--- src/fifo_queue_with_keyed_removal_unit_macros.svh ---
`ifndef FIFO_QUEUE_WITH_KEYED_REMOVAL_UNIT_MACROS_SVH
`define FIFO_QUEUE_WITH_KEYED_REMOVAL_UNIT_MACROS_SVH

// same-cycle implication, checked out of reset
`define FQR_ASSERT_NOW(label, clk, rstn, ante, cons) \
    label: assert property (@(posedge clk) disable iff (!(rstn)) (ante) |-> (cons)) \
        else $error("fqr check failed");

// next-cycle implication, checked out of reset
`define FQR_ASSERT_NEXT(label, clk, rstn, ante, cons) \
    label: assert property (@(posedge clk) disable iff (!(rstn)) (ante) |=> (cons)) \
        else $error("fqr check failed");

`endif

--- src/fqr_pkg.sv ---
package fqr_pkg;

    localparam int QUEUE_DEPTH_DEF = 16;

    localparam int REQ_W    = 2;
    localparam int ID_W     = 16;
    localparam int HANDLE_W = 32;
    localparam int STATUS_W = 2;
    localparam int OCC_W    = 5;

    typedef enum logic [REQ_W-1:0] {
        REQ_ENQUEUE = 2'd0,
        REQ_DEQUEUE = 2'd1,
        REQ_REMOVE  = 2'd2
    } req_t;

    typedef enum logic [STATUS_W-1:0] {
        ST_DONE = 2'd0,
        ST_NONE = 2'd1,
        ST_FULL = 2'd2
    } status_t;

    typedef struct packed {
        logic [HANDLE_W-1:0] handle;
        logic [ID_W-1:0]     id;
    } entry_t;

    typedef struct packed {
        logic hit;
        logic more;
    } cmp_res_t;

endpackage

--- src/fqr_store.sv ---
module fqr_store #(
    parameter int QUEUE_DEPTH = fqr_pkg::QUEUE_DEPTH_DEF,
    localparam int IW = $clog2(QUEUE_DEPTH)
) (
    input  logic            aclk,
    input  logic            wr_en,
    input  logic [IW-1:0]   wr_addr,
    input  fqr_pkg::entry_t wr_data,
    input  logic [IW-1:0]   rd_addr,
    output fqr_pkg::entry_t rd_data
);

    fqr_pkg::entry_t mem [QUEUE_DEPTH];
    fqr_pkg::entry_t rd_data_reg;

    always_ff @(posedge aclk) begin
        if (wr_en) begin
            mem[wr_addr] <= wr_data;
        end
        rd_data_reg <= mem[rd_addr];
    end

    assign rd_data = rd_data_reg;

endmodule

--- src/fqr_cmp.sv ---
module fqr_cmp #(
    parameter int QUEUE_DEPTH = fqr_pkg::QUEUE_DEPTH_DEF,
    localparam int IW = $clog2(QUEUE_DEPTH),
    localparam int CW = $clog2(QUEUE_DEPTH + 1)
) (
    input  logic [fqr_pkg::ID_W-1:0] slot_id,
    input  logic [fqr_pkg::ID_W-1:0] key,
    input  logic                     take_any,
    input  logic [IW-1:0]            idx,
    input  logic [CW-1:0]            count,
    output fqr_pkg::cmp_res_t        res
);

    always_comb begin
        res.hit  = take_any || (slot_id == key);
        res.more = (CW'(idx) + CW'(1)) < count;
    end

endmodule

--- src/fifo_queue_with_keyed_removal_unit.sv ---
// Process ready queue, FIFO order, with removal of the first entry by id.
// Input stream (s_): s_tuser carries the request (enqueue, dequeue, remove),
// s_tdata the id and handle. One result word per request on m_.
// Entries live in a single-port-write, registered-read RAM with the head at
// slot 0; one id comparator is stepped over the slots by a small sequencer.
// Enqueue, full, empty and unused requests go from accept straight to the
// output state. Dequeue and remove walk every slot below the count, each
// slot taking a RAM read state, then a compare or shift-down write state,
// before the output state. No new request is taken until the current one
// has left the output state.
// One request is in flight at a time; s_tready is high only while idle.
// The result sits in an output register; if the receiver stalls, one further
// request is accepted and processed, then the block holds its word and
// accepts nothing more until the waiting word is taken.
// Reset empties the queue and clears m_tvalid; RAM contents are left as is,
// no clearing pass is needed since only slots below the count are read.
module fifo_queue_with_keyed_removal_unit #(
    parameter int QUEUE_DEPTH = fqr_pkg::QUEUE_DEPTH_DEF
) (
    input  logic        aclk,
    input  logic        aresetn,
    input  logic        s_tvalid,
    output logic        s_tready,
    input  logic [47:0] s_tdata,  // proc_id[15:0], proc_handle[47:16]
    input  logic [1:0]  s_tuser,  // req_type[1:0]
    output logic        m_tvalid,
    input  logic        m_tready,
    // status[1:0], out_id[17:2], out_handle[49:18], occupancy[54:50], is_empty[55]
    output logic [55:0] m_tdata
);

    localparam int IW = $clog2(QUEUE_DEPTH);
    localparam int CW = $clog2(QUEUE_DEPTH + 1);

    typedef enum logic [1:0] {
        S_IDLE,
        S_RD,
        S_CHK,
        S_OUT
    } state_t;

    state_t                          state_reg, state_next;
    logic [CW-1:0]                   count_reg, count_next;
    logic [IW-1:0]                   idx_reg, idx_next;
    logic [fqr_pkg::ID_W-1:0]        key_reg, key_next;
    logic                            any_reg, any_next;
    logic                            shift_reg, shift_next;
    fqr_pkg::status_t                status_reg, status_next;
    fqr_pkg::entry_t                 ent_reg, ent_next;
    logic                            m_tvalid_reg, m_tvalid_next;
    logic [55:0]                     m_tdata_reg, m_tdata_next;

    logic                            wr_en;
    logic [IW-1:0]                   wr_addr;
    fqr_pkg::entry_t                 wr_data;
    fqr_pkg::entry_t                 rd_data;
    fqr_pkg::cmp_res_t               cmp;
    logic [fqr_pkg::REQ_W-1:0]       req;

    assign req = s_tuser;

    fqr_store #(.QUEUE_DEPTH(QUEUE_DEPTH)) u_store (
        .aclk    (aclk),
        .wr_en   (wr_en),
        .wr_addr (wr_addr),
        .wr_data (wr_data),
        .rd_addr (idx_reg),
        .rd_data (rd_data)
    );

    fqr_cmp #(.QUEUE_DEPTH(QUEUE_DEPTH)) u_cmp (
        .slot_id  (rd_data.id),
        .key      (key_reg),
        .take_any (any_reg),
        .idx      (idx_reg),
        .count    (count_reg),
        .res      (cmp)
    );

    assign s_tready = (state_reg == S_IDLE);
    assign m_tvalid = m_tvalid_reg;
    assign m_tdata  = m_tdata_reg;

    always_comb begin
        state_next    = state_reg;
        count_next    = count_reg;
        idx_next      = idx_reg;
        key_next      = key_reg;
        any_next      = any_reg;
        shift_next    = shift_reg;
        status_next   = status_reg;
        ent_next      = ent_reg;
        m_tvalid_next = m_tvalid_reg;
        m_tdata_next  = m_tdata_reg;
        wr_en         = 1'b0;
        wr_addr       = idx_reg;
        wr_data       = rd_data;

        if (m_tvalid_reg && m_tready) begin
            m_tvalid_next = 1'b0;
        end

        case (state_reg)
            S_IDLE: begin
                if (s_tvalid) begin
                    key_next    = s_tdata[15:0];
                    any_next    = (req == fqr_pkg::REQ_DEQUEUE);
                    shift_next  = 1'b0;
                    idx_next    = '0;
                    ent_next    = '0;
                    status_next = fqr_pkg::ST_NONE;
                    state_next  = S_OUT;
                    case (req)
                        fqr_pkg::REQ_ENQUEUE: begin
                            if (count_reg == CW'(QUEUE_DEPTH)) begin
                                status_next = fqr_pkg::ST_FULL;
                            end else begin
                                wr_en          = 1'b1;
                                wr_addr        = count_reg[IW-1:0];
                                wr_data.id     = s_tdata[15:0];
                                wr_data.handle = s_tdata[47:16];
                                count_next     = count_reg + CW'(1);
                                status_next    = fqr_pkg::ST_DONE;
                            end
                        end
                        fqr_pkg::REQ_DEQUEUE, fqr_pkg::REQ_REMOVE: begin
                            if (count_reg != '0) begin
                                state_next = S_RD;
                            end
                        end
                        default: begin
                            state_next = S_OUT;
                        end
                    endcase
                end
            end
            S_RD: begin
                state_next = S_CHK;
            end
            S_CHK: begin
                if (shift_reg) begin
                    wr_en   = 1'b1;
                    wr_addr = idx_reg - IW'(1);
                    wr_data = rd_data;
                    if (cmp.more) begin
                        idx_next   = idx_reg + IW'(1);
                        state_next = S_RD;
                    end else begin
                        count_next = count_reg - CW'(1);
                        state_next = S_OUT;
                    end
                end else if (cmp.hit) begin
                    ent_next    = rd_data;
                    status_next = fqr_pkg::ST_DONE;
                    if (cmp.more) begin
                        idx_next   = idx_reg + IW'(1);
                        shift_next = 1'b1;
                        state_next = S_RD;
                    end else begin
                        count_next = count_reg - CW'(1);
                        state_next = S_OUT;
                    end
                end else if (cmp.more) begin
                    idx_next   = idx_reg + IW'(1);
                    state_next = S_RD;
                end else begin
                    state_next = S_OUT;
                end
            end
            S_OUT: begin
                if (!m_tvalid_reg || m_tready) begin
                    m_tvalid_next = 1'b1;
                    m_tdata_next  = {(count_reg == '0), fqr_pkg::OCC_W'(count_reg),
                                     ent_reg.handle, ent_reg.id, status_reg};
                    state_next    = S_IDLE;
                end
            end
            default: begin
                state_next = S_IDLE;
            end
        endcase
    end

    always_ff @(posedge aclk) begin
        if (!aresetn) begin
            state_reg    <= S_IDLE;
            count_reg    <= '0;
            m_tvalid_reg <= 1'b0;
        end else begin
            state_reg    <= state_next;
            count_reg    <= count_next;
            m_tvalid_reg <= m_tvalid_next;
        end
        idx_reg     <= idx_next;
        key_reg     <= key_next;
        any_reg     <= any_next;
        shift_reg   <= shift_next;
        status_reg  <= status_next;
        ent_reg     <= ent_next;
        m_tdata_reg <= m_tdata_next;
    end

`include "fifo_queue_with_keyed_removal_unit_macros.svh"

    `FQR_ASSERT_NOW(a_count_bound, aclk, aresetn, 1'b1, count_reg <= CW'(QUEUE_DEPTH))
    `FQR_ASSERT_NEXT(a_busy_after_accept, aclk, aresetn, s_tvalid && s_tready, !s_tready)
    `FQR_ASSERT_NOW(a_zero_when_none, aclk, aresetn,
        m_tvalid_reg && (m_tdata_reg[1:0] != fqr_pkg::ST_DONE),
        m_tdata_reg[49:2] == '0)
    `FQR_ASSERT_NEXT(a_count_step, aclk, aresetn, 1'b1,
        (count_reg == $past(count_reg)) || (count_reg == $past(count_reg) + CW'(1)) ||
        (count_reg == $past(count_reg) - CW'(1)))

endmodule
--- config.mk ---
export PLATFORM = sky130hd
export DESIGN_NAME = fifo_queue_with_keyed_removal_unit
export DESIGN_NICKNAME = d
export VERILOG_FILES = /design/src/fqr_pkg.sv /design/src/fqr_store.sv /design/src/fqr_cmp.sv /design/src/fifo_queue_with_keyed_removal_unit.sv
export VERILOG_INCLUDE_DIRS = /design/src /design/src/src
export SDC_FILE = /design/constraint.sdc
export NUM_CORES = 1
export LEC_CHECK = 0
export BUFFER_PORTS_ARGS = -buffer_cell sky130_fd_sc_hd__buf_4
export CORE_MARGIN = 5
export CORE_UTILIZATION = 44
export CTS_CLUSTER_DIAMETER = 50
export DETAILED_ROUTE_END_ITERATION = 8
export PLACE_DENSITY = 0.63
export SKIP_LAST_GASP = 1
export SYNTH_ARGS = -nofsm -noshare
export SYNTH_HDL_FRONTEND = slang
export SYNTH_SLANG_ARGS = --single-unit
--- constraint.sdc ---
create_clock -name aclk -period 12.6 [get_ports aclk]
set_input_delay 1.26 -clock aclk [delete_from_list [all_inputs] [get_ports aclk]]
set_output_delay 1.26 -clock aclk [all_outputs]
set_load 0.02 [all_outputs]
==> summary.txt <==
Status: completed
Final HPWL DP: 40300 um
Fin worst setup slack: 7.57 ns
Remaining DRCs: 0
R2R setup slack: 7.89 ns
Post-CTS Setup Bufs: 0
Total die area: 87900 um^2
Synth top area cells: edfxtp_1, mux4_2, mux2i_1
Layout fillers: 6520
Layout cells sized above 1: 23.3%
Post-Place Setup Slack: 6.95 ns
Pint: 6.79 mW
Setup TNS: 0 ns
Leak: 13.8 nW
Power share of the clock group: 31.8%
Worst-path cell chain: buf_4 -> inv_1 -> ha_1 -> nand2_1 -> a2111oi_4 -> buf_4 -> a21oi_1 -> a221oi_2 -> nand2_1 -> nor2_4 -> buf_4
CTS tree: done
Nets@finish: 2046
CTS HTree Levels: 3
Row count: 105
Port-buffer cells: 111
Switching share of power: 29.0%
Diodes inserted: 0
Worst hold path type: reg -> reg
DRT iter0 DRCs: 1569
Clk root buf: clkbuf_16
Most area-hungry cell type in the Yosys netlist: edfxtp_1
Seq cells post-synth: 952
Max IR drop VDD: 187 uV
Normalized max-slew margin: 26.4%
Setup Skew: 0.0203 ns
Gr usage total: 17.5%
Antenna violations before repair: 1
First-pass GRT wire length: 115000 um
Final GP Congestion: 0.758
Clock-pin slew on the worst setup and hold paths: 0.06 ns
Area delta synth->final: 15.6%
Fmax: 199 MHz
Core area: 81700 um^2
Post-synthesis net count: 1895
Sw power: 2.77 mW
Comb power frac: 22.8%
Power Total: 9.56 mW
Placed Instance Area: 38200 um^2
Count of different cell masters after synthesis: 48
Routed Antenna Nets: 0
Crit-path max cell delay: 0.88 ns
Startpoint types: primary input
Max reg flops: 768
Top cell type's share of synthesized area: 74.6%
Endpoints failing hold: 0
DR WL/cell: 24.8 um
Drt first pass iters: 6
Slew @ Worst Pin: 1.09 ns
Num ports: 112
Post-synth design cell area: 36100 um^2
Chip Width: 296 um
Final setup viols: 0
Pwr dens: 229 nW/um^2
GR Overflow Total: 0
DR vias: 17.7k
Flop pwr share: 45.4%
Final Critical Period: 5.03 ns
Design area: 41700 um^2
Final cell count without fillers: 3137
Yosys warns: 0
CP dominant cell by count: buf_4
Hold-fix buffers, CTS: 0
Placed Cells: 2947
CP Max Fanout: 53
Post-Synthesis Cells: 1829
Setup crit end kind: register
Clock tree buffer depth: 3
Die Height: 296 um
RSZ-0062 raised after global routing: false
Synth async-reset ratio: 0%
CP Data Arrival Time: 5.30 ns
Sequential area share after synthesis: 77.7%
Number of synthesized flops with an enable pin: 896
Max cap viols: 0
Skew-Pair Late Insertion Delay: 0.65 ns
Largest net degree at the start of global routing: 133
WL final: 77900 um
Vias/cell: 5.63
Period utilization: 39.9%
Critical path's slowest cell: buf_4
CTS Buf Count: 101
Number of global-route vias before repair: 18.1k
Clock Sinks: 952
Slew Viols, Final: 0
Initial Util: 44.2%
Commonest cells post-synth: edfxtp_1, mux2i_1, mux4_2
CTS resizes: 0
Most used flip-flop cell after synthesis: edfxtp_1
Data required time of the critical path: 12.87 ns
Syn avg cell area: 19.7 um^2
Crit Path Class: in -> reg
Count leader, synth: edfxtp_1
placed cells by master, fill, tap and decap left out, types with 3 or more instances in the layout:
master and n:
clkbuf_8 8, clkinvlp_4 6, a22oi_1 46, xnor2_1 5, ha_1 11, mux4_2 101
dfxtp_1 56, nor2b_1 4, bufinv_16 13, nand3_1 4, edfxtp_1 896, nor2_1 57
nor4_1 4, inv_8 5, inv_1 11, o21ai_0 49, and2_1 53, inv_6 5
o31ai_1 4, clkinv_8 4, a221oi_1 93, mux2i_1 187, clkbuf_1 20, a21oi_1 9
a21o_1 3, nor2_4 19, xor2_1 17, clkbuf_16 103, nand2_1 21, clkinv_2 17
buf_4 144, mux2_2 48, clkinv_1 9
through the flow:
stage	utilization, %	hold WS, ns
floorplan	-	0.400
global placement	46.8	0.401
detailed placement	46.8	0.405
CTS	51.1	0.418
global route	51.1	0.419
finish	51.1	0.413
power by group through the flow:
stage               sequential [mW]  combinational [mW]  clock, mW
finish                         4.34                2.18       3.04
global route                   4.36                2.39       3.25
CTS                            4.34                2.21       3.10
detailed placement             4.40                2.20          0
global placement               4.39                2.13          0
floorplan                      4.36                1.52          0
kinds of logic after synthesis:
family / synth area share (%)
AND/OR/NAND/NOR: 2.40
AO/OA/AOI/OAI: 4.65
XOR/XNOR: 0.534
adder cells (fa/ha/maj): 0.437
multiplexers: 13.0
flip-flops: 77.7
buffers and inverters: 1.35
layer usage:
metal	wire length, um	GRT usage [%]	up-vias
li1	-	-	7788
met3	5070	3.35	98
met4	1320	4.50	0
met1	33900	24.8	9227
met2	37700	28.6	543
met5	0	0	-
path summary, 6_finish.rpt:
kind	startpoint	endpoint	cells after the start
worst max-delay path	s_tuser[1]	u_store.mem[12][29]$_DFFE_PP_	11
worst min-delay path	ent_reg[22]$_SDFFCE_PN0P_	m_tdata[24]$_DFFE_PP_	0
worst min register to register	ent_reg[22]$_SDFFCE_PN0P_	m_tdata[24]$_DFFE_PP_	0
worst max register to register	state_reg[1]$_SDFFE_PN0P_	u_store.mem[12][29]$_DFFE_PP_	8
worst max-delay path, delay by kind of cell:
family / cells / cell delay (ns)
buffers and inverters: 4 / 1.73
and+or+nand+nor: 3 / 1.10
AOI/OAI and AO/OA: 3 / 0.91
adders and majority gates: 1 / 0.24
layout make-up:
| class | count | area [um^2] | share of cell area [%] |
|---|---|---|---|
| clock buffers | 131 | 2760 | 6.62 |
| clock inverters | 59 | 719 | 1.72 |
| inverters | 13 | 48.8 | 0.117 |
| multi-input cells | 767 | 7730 | 18.5 |
| flip-flops and latches | 952 | 28000 | 67.2 |
| well taps | 1070 | 1340 | 3.21 |
| repair buffers | 145 | 1100 | 2.64 |
No activity file was read; power rests on OpenSTA's default activity.
